--- src/hdl/ppghr_pkg.sv ---
// ----------------------------------------------------------------------------
// ppghr_pkg
// Shared types and constants of the PPG heart-rate peak counter: default
// sizes, configuration register indexes and reset values, and the
// controller state type.
// ----------------------------------------------------------------------------
package ppghr_pkg;

	localparam int MAX_SAMPLES_DEF = 512;
	localparam int SAMPLE_BITS_DEF = 18;

	// Configuration port
	localparam int CFG_IDX_W  = 3;
	localparam int CFG_DATA_W = 10;

	// Register widths
	localparam int WLEN_W = 10;
	localparam int REFR_W = 8;
	localparam int BPP_W  = 8;
	localparam int BPM_W  = 10;

	// Result widths
	localparam int HR_W   = 10;
	localparam int PEAK_W = 10;

	// Register reset values
	localparam logic [WLEN_W-1:0] WLEN_RST = 10'd500;
	localparam logic [REFR_W-1:0] REFR_RST = 8'd30;
	localparam logic [BPP_W-1:0]  BPP_RST  = 8'd12;
	localparam logic [BPM_W-1:0]  MINB_RST = 10'd30;
	localparam logic [BPM_W-1:0]  MAXB_RST = 10'd220;

	typedef enum logic [CFG_IDX_W-1:0] {
		CFG_WINDOW_LEN   = 3'd0,
		CFG_REFRACTORY   = 3'd1,
		CFG_BPM_PER_PEAK = 3'd2,
		CFG_MIN_BPM      = 3'd3,
		CFG_MAX_BPM      = 3'd4
	} cfg_idx_t;

	typedef enum logic [2:0] {
		ST_IDLE,
		ST_MUL,
		ST_ADD,
		ST_SCAN,
		ST_RATE,
		ST_CHECK
	} state_t;

endpackage

--- src/hdl/ppghr_scan.sv ---
// ----------------------------------------------------------------------------
// ppghr_scan
// Window scan: streams the stored samples through a read / multiply /
// compare pipeline and counts upward threshold crossings that respect
// the refractory distance.
// ----------------------------------------------------------------------------
module ppghr_scan #(
	parameter int MAX_SAMPLES = ppghr_pkg::MAX_SAMPLES_DEF,
	parameter int SAMPLE_BITS = ppghr_pkg::SAMPLE_BITS_DEF,
	localparam int ADDR_W  = $clog2(MAX_SAMPLES),
	localparam int CNT_W   = $clog2(MAX_SAMPLES + 1),
	localparam int PROD_W  = CNT_W + SAMPLE_BITS,
	localparam int LEVEL_W = PROD_W + 1
) (
	input  logic                      clk,
	input  logic                      arst_n,
	input  logic                      go,
	input  logic [CNT_W-1:0]          len,
	input  logic [LEVEL_W-1:0]        level,
	input  logic [ppghr_pkg::REFR_W-1:0] refractory,
	output logic                      rd_en,
	output logic [ADDR_W-1:0]         rd_addr,
	input  logic [SAMPLE_BITS-1:0]    rd_data,
	output logic                      done,
	output logic [CNT_W-1:0]          peaks
);

	localparam int GAP_W = (ADDR_W > ppghr_pkg::REFR_W) ? ADDR_W : ppghr_pkg::REFR_W;

	logic              issuing_q;
	logic [ADDR_W-1:0] idx_q;
	logic [ADDR_W-1:0] last_idx;
	logic              valid_s1;
	logic [ADDR_W-1:0] idx_s1;
	logic              valid_s2;
	logic [ADDR_W-1:0] idx_s2;
	logic [PROD_W-1:0] prod_s2;
	logic              prev_above_q;
	logic              have_peak_q;
	logic [ADDR_W-1:0] last_q;
	logic [CNT_W-1:0]  peaks_q;
	logic              done_q;
	logic              above;
	logic [ADDR_W-1:0] gap;
	logic              counts;

	assign last_idx = ADDR_W'(len - CNT_W'(1));
	assign rd_en    = issuing_q;
	assign rd_addr  = idx_q;

	// Issue one read per cycle over the window
	always_ff @(posedge clk or negedge arst_n) begin
		if (!arst_n) begin
			issuing_q <= 1'b0;
			idx_q     <= '0;
		end else if (go) begin
			issuing_q <= 1'b1;
			idx_q     <= '0;
		end else if (issuing_q) begin
			idx_q <= idx_q + ADDR_W'(1);
			if (idx_q == last_idx) begin
				issuing_q <= 1'b0;
			end
		end
	end

	always_ff @(posedge clk or negedge arst_n) begin
		if (!arst_n) begin
			valid_s1 <= 1'b0;
			valid_s2 <= 1'b0;
		end else begin
			valid_s1 <= issuing_q;
			valid_s2 <= valid_s1;
		end
	end

	always_ff @(posedge clk) begin
		idx_s1  <= idx_q;
		idx_s2  <= idx_s1;
		prod_s2 <= len * PROD_W'(rd_data);
	end

	// 2*len*x > len*max + sum
	assign above  = {prod_s2, 1'b0} > level;
	assign gap    = idx_s2 - last_q;
	assign counts = (idx_s2 != '0) && above && !prev_above_q &&
		(!have_peak_q || (GAP_W'(gap) >= GAP_W'(refractory)));

	always_ff @(posedge clk or negedge arst_n) begin
		if (!arst_n) begin
			prev_above_q <= 1'b0;
			have_peak_q  <= 1'b0;
			last_q       <= '0;
			peaks_q      <= '0;
			done_q       <= 1'b0;
		end else begin
			done_q <= valid_s2 && (idx_s2 == last_idx);
			if (go) begin
				have_peak_q <= 1'b0;
				peaks_q     <= '0;
				last_q      <= '0;
			end else if (valid_s2) begin
				prev_above_q <= above;
				if (counts) begin
					peaks_q     <= peaks_q + CNT_W'(1);
					last_q      <= idx_s2;
					have_peak_q <= 1'b1;
				end
			end
		end
	end

	assign done  = done_q;
	assign peaks = peaks_q;

endmodule
--- config.mk ---
export PLATFORM = sky130hd
export DESIGN_NAME = ppghr_scan
export DESIGN_NICKNAME = d
export VERILOG_FILES = /design/src/hdl/ppghr_pkg.sv /design/src/hdl/ppghr_scan.sv
export SDC_FILE = /design/constraint.sdc
export NUM_CORES = 1
export LEC_CHECK = 0
export BUFFER_PORTS_ARGS = -buffer_cell sky130_fd_sc_hd__buf_4
export CORE_ASPECT_RATIO = 0.7
export CORE_MARGIN = 2
export CORE_UTILIZATION = 55
export CTS_BUF_LIST = sky130_fd_sc_hd__clkbuf_4
export DETAILED_ROUTE_END_ITERATION = 8
export PLACE_DENSITY = 0.75
export SETUP_SLACK_MARGIN = 0.05
export SLEW_MARGIN = 20
export SYNTH_ARGS = -nofsm -noshare
export SYNTH_HDL_FRONTEND = slang
export SYNTH_SLANG_ARGS = --single-unit
--- constraint.sdc ---
create_clock -name clk -period 3.45 [get_ports clk]
set_input_delay 0.69 -clock clk [delete_from_list [all_inputs] [get_ports clk]]
set_output_delay 0.69 -clock clk [all_outputs]
set_load 0.02 [all_outputs]
==> impl_metrics.toml <==
[run_status]
outcome = "complete, but fails checks"
violations = "negative setup slack"

[critical_path]
path_max_fanout = 8
crit_path_end_kind = "register"
crit_chain = "buf_12 -> buf_8 -> and2_4 -> fa_2 -> fa_1 -> fa_1 -> fa_1 -> inv_1 -> fa_1 -> inv_2 -> ha_4 -> and4_4 -> nand2_1 -> o21ai_2 -> a31oi_4 -> o211ai_1 -> buf_4 -> o41ai_4 -> xnor2_1"
cp.arrival_ns = 5.20
max_stage_delay_ns = 0.52
worstSetupPathType = "in -> reg"
required_ns = 3.80
cp-start-kind = "input pin"
crit_top_cell = "fa_1"
critPathSlowestCell = "fa_2"

[place]
dp_hpwl_um = 19800
place_congestion = 0.890
portBuffers = 88
place_area_um2 = 11700

[detailed_routing]
wirelength_um = 27400
drcViolationCount = 0
drt_iter0_markers = 503
ant_nets = 0
routed_via_density = 5.45
wire_per_inst_um = 17.7
drt_pass1_iterations = 5
vias = 8422

[floorplan]
fp.dieW_um = 163
start_util_pct = 56.5
fp-row-count = 40
dieHeight_um = 115
coreArea_um2 = 17300
die_area_um2 = 18800
io_pins = 89

[cts]
clockBufferDepth = 2
htreeDepth = 3
path_clk_slew_ns = 0.15
clk_latency_ns = 0.45
clock-sinks = 80
postCtsHoldBufs = 0
numCtsBuffers = 9
clockRootBuffer = "clkbuf_4"
cts_tree = "built"

[global_route]
antenna_found_initial = 0
grt_pass1_wl_um = 43200
grt_pass1_vias = 8544
grt_overflow_total = 0
grt_max_degree = 35
grt_usage_pct = 29.3

[logic_synthesis]
synth_edf_count = 0
synthXorXnorAreaFrac_pct = 5.66
async_flop_share_pct = 42.5
synth_adder_area_share_pct = 40.2
avgSynthCellArea_um2 = 8.92
synth_mux_area_share_pct = 1.24
synth_compound_area_share_pct = 8.86
ys.flop_type = "dfxtp_1"
synthCells = 1094
syn-num-nets = 1399
synth_cell_type_count = 52
synth_simple_gate_area_share_pct = 16.6
synth_seq_cells = 80
yosysSeqAreaShare_pct = 18.2
synth_top_family_by_area = "adder cells"
syn_area_um2 = 9750
yosysWarnings = 0

[sta]
rsz0062_at_grt = "yes"
worst_pin_slew_ns = 0.740
timing.final.ws_setup_ns = -1.40
timing.final.crit_period_ns = 4.85
hold_ws_ns = 0.170
slew_violations = 0
finalHoldViolCount = 0
setup_violations = 22
timing.fmax_mhz = 206
fin_crit_sh_pct = 140
slew_headroom_pct = 50.3
finClkSkew_ns = 0.0235

[final_layout]
area_growth_pct = 33.8
final_nets = 1615
final.fill_count = 1164
multi_input_area_um2 = 7750
antenna_cells = 0
layout_common_cells = "buf_4 (192), inv_1 (175), fa_1 (118)"
design_area_um2 = 13100
ff_latch_area_um2 = 1770
layout_commonest_cell = "buf_4"
drive_above_1_share_pct = 31.1

[power]
ir_worst_vdd_mv = 0.794
power.density_nw_per_um2 = 883
leakage_nw = 6.65
p_total_mw = 11.5

[flow_run]
drv_cap = 0

[min_path]
min_path_type = "in -> async"
[final cells by class]
type	instances	area share, %
clock inverter	7	0.844
inverter	196	5.64
timing repair buffer	247	17.8
clock buffer	9	0.518
sequential	80	13.6
tap	231	2.21
multi-input combinational	776	59.4
[logic make-up (layout without fill, tap and decap cells)]
group | after synthesis | count (layout)
DFF | 80 | 80
buffers and inverters | 238 | 459
and+or+nand+nor | 329 | 329
adders and majority gates | 237 | 237
muxes | 12 | 12
xor gates and xnor gates | 63 | 63
AOI/OAI and AO/OA | 135 | 135
[routing by layer]
layer,wire length (um),GRT usage (%)
met1,12000,42.0
met2,12800,47.2
met3,1980,4.69
met5,0,0
met4,582,6.55
[where the power goes]
group	internal [mW]	switching, mW
clock	0.307	0.383
sequential	1.19	0.0797
combinational	4.88	4.68
total	6.38	5.15
[synthesized netlist by cell type (all sizes together) (4+ instances only)]
| master | instances | area (um^2) |
|---|---|---|
| a211oi | 5 | 37.5 |
| a21o | 16 | 120 |
| a21oi | 50 | 250 |
| a31oi | 7 | 43.8 |
| and2 | 80 | 500 |
| and3 | 5 | 31.3 |
| buf | 7 | 41.3 |
| clkbuf | 35 | 131 |
| dfrtp | 34 | 851 |
| dfxtp | 46 | 921 |
| fa | 127 | 2540 |
| ha | 110 | 1380 |
| inv | 196 | 736 |
| mux2i | 11 | 110 |
| nand2 | 134 | 503 |
| nand2b | 5 | 31.3 |
| nand3 | 18 | 90.1 |
| nand4 | 13 | 87.6 |
| nor2 | 37 | 139 |
| nor3 | 10 | 50.1 |
| nor4 | 7 | 43.8 |
| o21ai | 27 | 139 |
| o21bai | 4 | 30.0 |
| or3 | 10 | 62.6 |
| or4 | 4 | 33.8 |
| xnor2 | 34 | 298 |
| xor2 | 29 | 254 |
[final timing paths]
path,start,end,slack [ns],cells after the start
max,len[8],prod_s2[25],-1.40,19
min,arst_n,rd_addr[6],0.17,1
max reg2reg,last_q[0],last_q[3],0.02,16
min reg2reg,idx_s1[4],idx_s2[4],0.34,0
max in group asynchronous,arst_n,prev_above_q,2.93,1
min in group clk,idx_s1[4],idx_s2[4],0.34,0
[critical path: cells and delay by family]
family	cells	cell delay [ns]
AOI/OAI and AO/OA	4	0.66
and+or+nand+nor	3	0.44
buffers and inverters	5	0.56
xor gates and xnor gates	1	0.14
adders and majority gates	6	2.71
[sequential cells by signal, indices dropped and copies added, names as in the netlist]
| name | flops |
|---|---|
| prod_s2 | 28 |
| peaks | 10 |
| idx_s1 | 9 |
| idx_s2 | 9 |
| last_q | 9 |
| rd_addr | 9 |
| done | 1 |
| have_peak_q | 1 |
| prev_above_q | 1 |
| rd_en | 1 |
| valid_s1 | 1 |
| valid_s2 | 1 |
[metrics by stage]
stage	setup TNS, ns	worst slack [ns]	util, %	cells
global route	-26.21	-1.52	75.6	1546
detailed placement	-35.39	-2.02	67.9	1489
floorplan	-28.01	-1.66	-	1094
global placement	-34.42	-1.94	67.9	1489
CTS	-20.69	-1.32	73.2	1528
finish	-22.74	-1.40	75.6	1546
[repair_timing]
| action | 4_1_cts | 5_1_grt |
|---|---|---|
| endpoints found under the setup margin | 33 | 42 |
| cloned | 3 | 5 |
| buffers inserted | 23 | 13 |
| pin swaps | 81 | 58 |
| resized for setup | 135 | 52 |
No activity file was read; power rests on OpenSTA's default activity.
